===== src/hdl/mf7i_pkg.sv =====
// Shared types and constants for the interleaved 7x7 median filter.
// Holds channel payload structs, register indexes and default sizes.
// No dependencies.
package mf7i_pkg;

	localparam int WINDOW_DEF        = 7;
	localparam int COMP_STRIDE_DEF   = 3;
	localparam int MAX_ROW_BYTES_DEF = 8192;

	localparam int SAMPLE_W    = 8;
	localparam int ROW_W       = 16;
	localparam int COL_W       = 13;
	localparam int ROW_BYTES_W = 14;
	localparam int CFG_DATA_W  = 16;

	localparam logic [ROW_BYTES_W-1:0] ROW_BYTES_RST = 14'd5760;
	localparam logic [ROW_W-1:0]       ROW_COUNT_RST = 16'd1080;

	typedef enum logic [0:0] {
		REG_ROW_BYTES = 1'b0,
		REG_ROW_COUNT = 1'b1
	} cfg_reg_t;

	typedef struct packed {
		logic [SAMPLE_W-1:0] sample;
		logic                frame_start;
	} pix_t;

	typedef struct packed {
		logic [SAMPLE_W-1:0] median;
		logic [ROW_W-1:0]    out_row;
		logic [COL_W-1:0]    out_col;
		logic                last;
	} res_t;

	// Position tag that travels with each window through the selection chain
	typedef struct packed {
		logic [ROW_W-1:0] out_row;
		logic [COL_W-1:0] out_col;
		logic             last;
	} meta_t;

endpackage


===== src/hdl/mf7i_cell.sv =====
// One cell of the radix selection chain: settles one bit of the median.
// Depends on mf7i_pkg.
module mf7i_cell
	import mf7i_pkg::*;
#(
	parameter int TAPS   = 49,
	parameter int BITPOS = 7
) (
	input  logic                             clk,
	input  logic                             arst_n,
	input  logic                             en,
	input  logic                             in_valid,
	input  logic [TAPS-1:0][SAMPLE_W-1:0]    in_vals,
	input  logic [TAPS-1:0]                  in_alive,
	input  logic [$clog2(TAPS)-1:0]          in_rank,
	input  logic [SAMPLE_W-1:0]              in_prefix,
	input  meta_t                            in_meta,
	output logic                             out_valid,
	output logic [TAPS-1:0][SAMPLE_W-1:0]    out_vals,
	output logic [TAPS-1:0]                  out_alive,
	output logic [$clog2(TAPS)-1:0]          out_rank,
	output logic [SAMPLE_W-1:0]              out_prefix,
	output meta_t                            out_meta
);

	localparam int RW = $clog2(TAPS);
	localparam int ZW = $clog2(TAPS + 1);

	logic [TAPS-1:0]         slice;
	logic [ZW-1:0]           zeros;
	logic                    take_one;
	logic [TAPS-1:0]         alive_n;
	logic [RW-1:0]           rank_n;
	logic [SAMPLE_W-1:0]     prefix_n;

	logic                        valid_q;
	logic [TAPS-1:0][SAMPLE_W-1:0] vals_q;
	logic [TAPS-1:0]             alive_q;
	logic [RW-1:0]               rank_q;
	logic [SAMPLE_W-1:0]         prefix_q;
	meta_t                       meta_q;

	always_comb begin
		for (int i = 0; i < TAPS; i++) begin
			slice[i] = in_vals[i][BITPOS];
		end
	end

	// count candidates with a zero at this bit
	assign zeros    = ZW'($countones(in_alive & ~slice));
	assign take_one = (ZW'(in_rank) >= zeros);

	always_comb begin
		prefix_n = in_prefix;
		if (take_one) begin
			alive_n          = in_alive & slice;
			rank_n           = RW'(ZW'(in_rank) - zeros);
			prefix_n[BITPOS] = 1'b1;
		end else begin
			alive_n = in_alive & ~slice;
			rank_n  = in_rank;
		end
	end

	always_ff @(posedge clk or negedge arst_n) begin
		if (!arst_n) begin
			valid_q <= 1'b0;
		end else if (en) begin
			valid_q <= in_valid;
		end
	end

	always_ff @(posedge clk) begin
		if (en) begin
			vals_q   <= in_vals;
			alive_q  <= alive_n;
			rank_q   <= rank_n;
			prefix_q <= prefix_n;
			meta_q   <= in_meta;
		end
	end

	assign out_valid  = valid_q;
	assign out_vals   = vals_q;
	assign out_alive  = alive_q;
	assign out_rank   = rank_q;
	assign out_prefix = prefix_q;
	assign out_meta   = meta_q;

endmodule


===== config.mk =====
export PLATFORM = sky130hd
export DESIGN_NAME = mf7i_cell
export DESIGN_NICKNAME = d
export VERILOG_FILES = /design/src/hdl/mf7i_pkg.sv /design/src/hdl/mf7i_cell.sv
export SDC_FILE = /design/constraint.sdc
export NUM_CORES = 1
export LEC_CHECK = 0
export BUFFER_PORTS_ARGS = -buffer_cell sky130_fd_sc_hd__clkbuf_2
export CELL_PAD_IN_SITES_DETAIL_PLACEMENT = 1
export CELL_PAD_IN_SITES_GLOBAL_PLACEMENT = 1
export CORE_AREA = 3 3 381 383
export DETAILED_ROUTE_END_ITERATION = 10
export DIE_AREA = 0 0 384 386
export GPL_TIMING_DRIVEN = 1
export PLACE_DENSITY_LB_ADDON = 0.1
export SLEW_MARGIN = 20
export SYNTH_ARGS = -nofsm -noshare
export SYNTH_HDL_FRONTEND = slang
export SYNTH_SLANG_ARGS = --single-unit
export TNS_END_PERCENT = 30

===== constraint.sdc =====
create_clock -name clk -period 1.8 [get_ports clk]
set_clock_uncertainty 0.1 [all_clocks]
set_input_delay 0.09 -clock clk [delete_from_list [all_inputs] [get_ports clk]]
set_output_delay 0.09 -clock clk [all_outputs]
set_load 0.05 [all_outputs]

==> impl_results.md <==
- FF-to-FF path depth: 2
- Cts bufs inserted: 70
- Largest cells by area after synthesis: edfxtp_1 85%, fa_1 4.8%, xnor2_1 1.6%
- Synth cell types: 30
- Clk pin slew, worst setup/hold paths: 50 ps
- Slew headroom: 52.7%
- Endpoint type of the worst setup path: flip-flop
- Slew Viols, Final: 0
- GRT overflow: 0
- Initial DRC Count: 542
- Post-route setup slack: -4500 ps
- R2r setup slk: 410 ps
- Die Area: 148000 um^2
- HP Start: in_alive[17]
- Worst Hold Path Cells: 3
- Top cells by count, synth: 485 x edfxtp_1, 46 x inv_1, 41 x fa_1
- Final setup fails: 56
- Final worst-path cycle share: 350%
- Die width: 384 um
- Worst EP arrival: 6580 ps
- Setup TNS: -248340 ps
- Worst slew pin tran: 709 ps
- CTS root buffer: clkbuf_16
- Reg2reg end: out_valid
- Fin. Hold Viols: 6
- Largest area contributor in the netlist: edfxtp_1
- Sequential area share after synthesis: 85.4%
- Crit-path most repeated cell: fa_1
- Post-layout minimum cycle time: 6300 ps
- Final WL: 93.7 mm
- Die Y: 386 um
- Core area: 142000 um^2
- Yosys warning count: 0
- Post-synthesis net count: 1337
- VDD IR max: 1.88 mV
- Leakage power: 0.0143 uW
- Share of the synthesized area in the top cell type: 85.2%
- Wire per inst: 20.7 um
- Max Freq: 0.159 GHz
- CTS H-tree lvls: 3
- WP data required: 2080 ps
- Crit path largest cell delay: 610 ps
- Final hold slack: -270 ps
- Syn avg cell area: 21.6 um^2
- Post-route ant nets: 0
- Top-count cell post-synth: edfxtp_1
- Overall routing resource usage: 12.1%
- Most used DFF post-synth: edfxtp_1
- I/O Pins: 975
- Hpwl dp: 74.4 mm
- Hold Path Class: input pin to flip-flop
- Remaining DRCs: 0
- CP Cell Sequence: buf_6 > nand2b_4 > fa_2 > inv_2 > fa_1 > inv_2 > fa_1 > fa_2 > fa_1 > fa_1 > inv_2 > fa_1 > fa_2 > fa_2 > a21o_1 > a21oi_2 > xor2_1 > ha_1 > o21ai_2 > o221ai_4 > buf_12 > buf_12 > xnor2_2 > and2_1
- RSZ-0062 raised after global routing: true
- CTS tree: yes
- Largest net degree at the start of global routing: 61
- Status: finished with violations
- Vias per Instance: 3.19
- Max-Cap Viols: 0
- Number of synthesized register bits: 486
- Critical path class: input pin to flip-flop
- EDFF count, synth: 485
- Initial antenna violation count: 30
- Failing checks: negative hold slack, negative setup slack
- CTS Buffer Depth: 3
- Mapped Area: 17100 um^2
- Critical-path top delay cell: fa_2
- Min-Delay Endpoint: out_alive[17]
- NumNets Final: 3117
- I/O Buffers: 974
- GPL Wtd Cong: 0.784
- PD cells: 1700 nW/um^2
- Critical path origin: in_vals[351]
- DRT Pass-1 Iters: 6
- Asr flop ratio synth: 0.206%
- Sink Count: 486
- Number of global-route vias before repair: 16205
- Initial Util: 12.1%
- Area delta synth->final: 99.2%
- CP Launch Type: input pin
- Clk_lat worst skew: 620 ps
- Fraction of layout cells with a size suffix above 1: 47.3%
- Via count: 14463
- Post-Syn Instances: 792
- First-pass GRT wire length: 125 mm
- Cts hold-fix bufs: 618
- FP Rows: 138
- Crit path max fanout: 8
- Reg2Reg Launch Point: out_valid
[stage by stage]
| stage | area [um^2] | util (%) | setup slack [ps] | instances | power, uW |
|---|---|---|---|---|---|
| floorplan | 17100 | - | -4670 | 792 | 32700 |
| global placement | 25400 | 17.9 | -5570 | 3767 | 42500 |
| detailed placement | 25400 | 17.9 | -5600 | 3767 | 42600 |
| CTS | 33900 | 23.9 | -4610 | 4513 | 59100 |
| global route | 34000 | 24.0 | -4690 | 4522 | 61200 |
| finish | 34000 | 24.0 | -4500 | 4528 | 57900 |
[cell type report]
type | instances | area [um^2]
repair buffers | 1716 | 12200
diodes | 12 | 30.0
multi-input cells | 252 | 2470
clock inverters | 46 | 423
inverters | 46 | 173
flip-flops and latches | 486 | 14600
fillers | 15815 | 108000
clock buffers | 80 | 1790
well taps | 1890 | 2360
[registers in the layout (all words and copies together) (netlist names)]
name / count
out_vals: 392
out_alive: 49
out_meta: 30
out_prefix: 8
out_rank: 6
out_valid: 1
[where the power goes]
group	switching, uW	total, uW	leakage (uW)	internal [uW]
Sequential	456	15300	0.00475	14800
Combinational	16800	29100	0.00851	12300
Clock	5600	13500	0.00108	7910
Total	22900	57900	0.0143	35000
[cells in the final DEF, fill, tap and decap left out, types with 11 or more instances in the layout]
cell type / count
diode_2: 12
inv_1: 42
clkinv_2: 12
nand3_1: 20
clkbuf_2: 971
ha_1: 15
o21ai_0: 17
nor2b_1: 22
clkinv_1: 17
buf_12: 14
and2_1: 29
edfxtp_1: 485
nor2_1: 11
fa_1: 32
xnor2_1: 25
dlygate4sd3_1: 618
clkbuf_16: 70
buf_4: 106
nand2b_1: 12
[metal layers]
metal  vias to the layer above  GRT usage (%)  part of all wire, %
met3                       139           5.31                  9.5
li1                       6572              -                    -
met1                      7108           12.3                   35
met4                        26           3.75                  3.0
met2                       618           22.3                   52
met5                         -              0                 0.17
[timing repair]
item / in CTS / in global routing
pin swaps: 25 / 17
setup buffers: 7 / 3
endpoints found under the hold margin: 683 / 6
endpoints found under the setup margin: 57 / 56
resized for setup: 38 / 19
[logic make-up (layout without fill, tap and decap cells)]
group,Yosys count,in the layout,synth area share [%]
adders and majority gates,56,56,5.90
other,0,12,0
buffers and inverters,54,1888,1.34
xor gates and xnor gates,35,35,1.79
DFF,486,486,85.4
AOI/OAI and AO/OA,41,41,1.45
and+or+nand+nor,118,118,4.01
muxes,2,2,0.132
[worst max-delay path, delay by kind of cell]
family          cells  cell delay, ps
simple gates        2             270
xor+xnor            2             310
compound gates      4             630
fa+ha+maj          10            4690
buf+inv             6             550
[worst max path at each step]
stage | endpoint | cells past startpoint
3_5_place_dp | out_alive[29] | 25
6_report | out_alive[37] | 24
4_1_cts | out_rank[4] | 21
3_3_place_gp | out_alive[39] | 25
5_1_grt | out_rank[4] | 23
2_1_floorplan | out_rank[4] | 20
(Power assumes the default switching activity.)
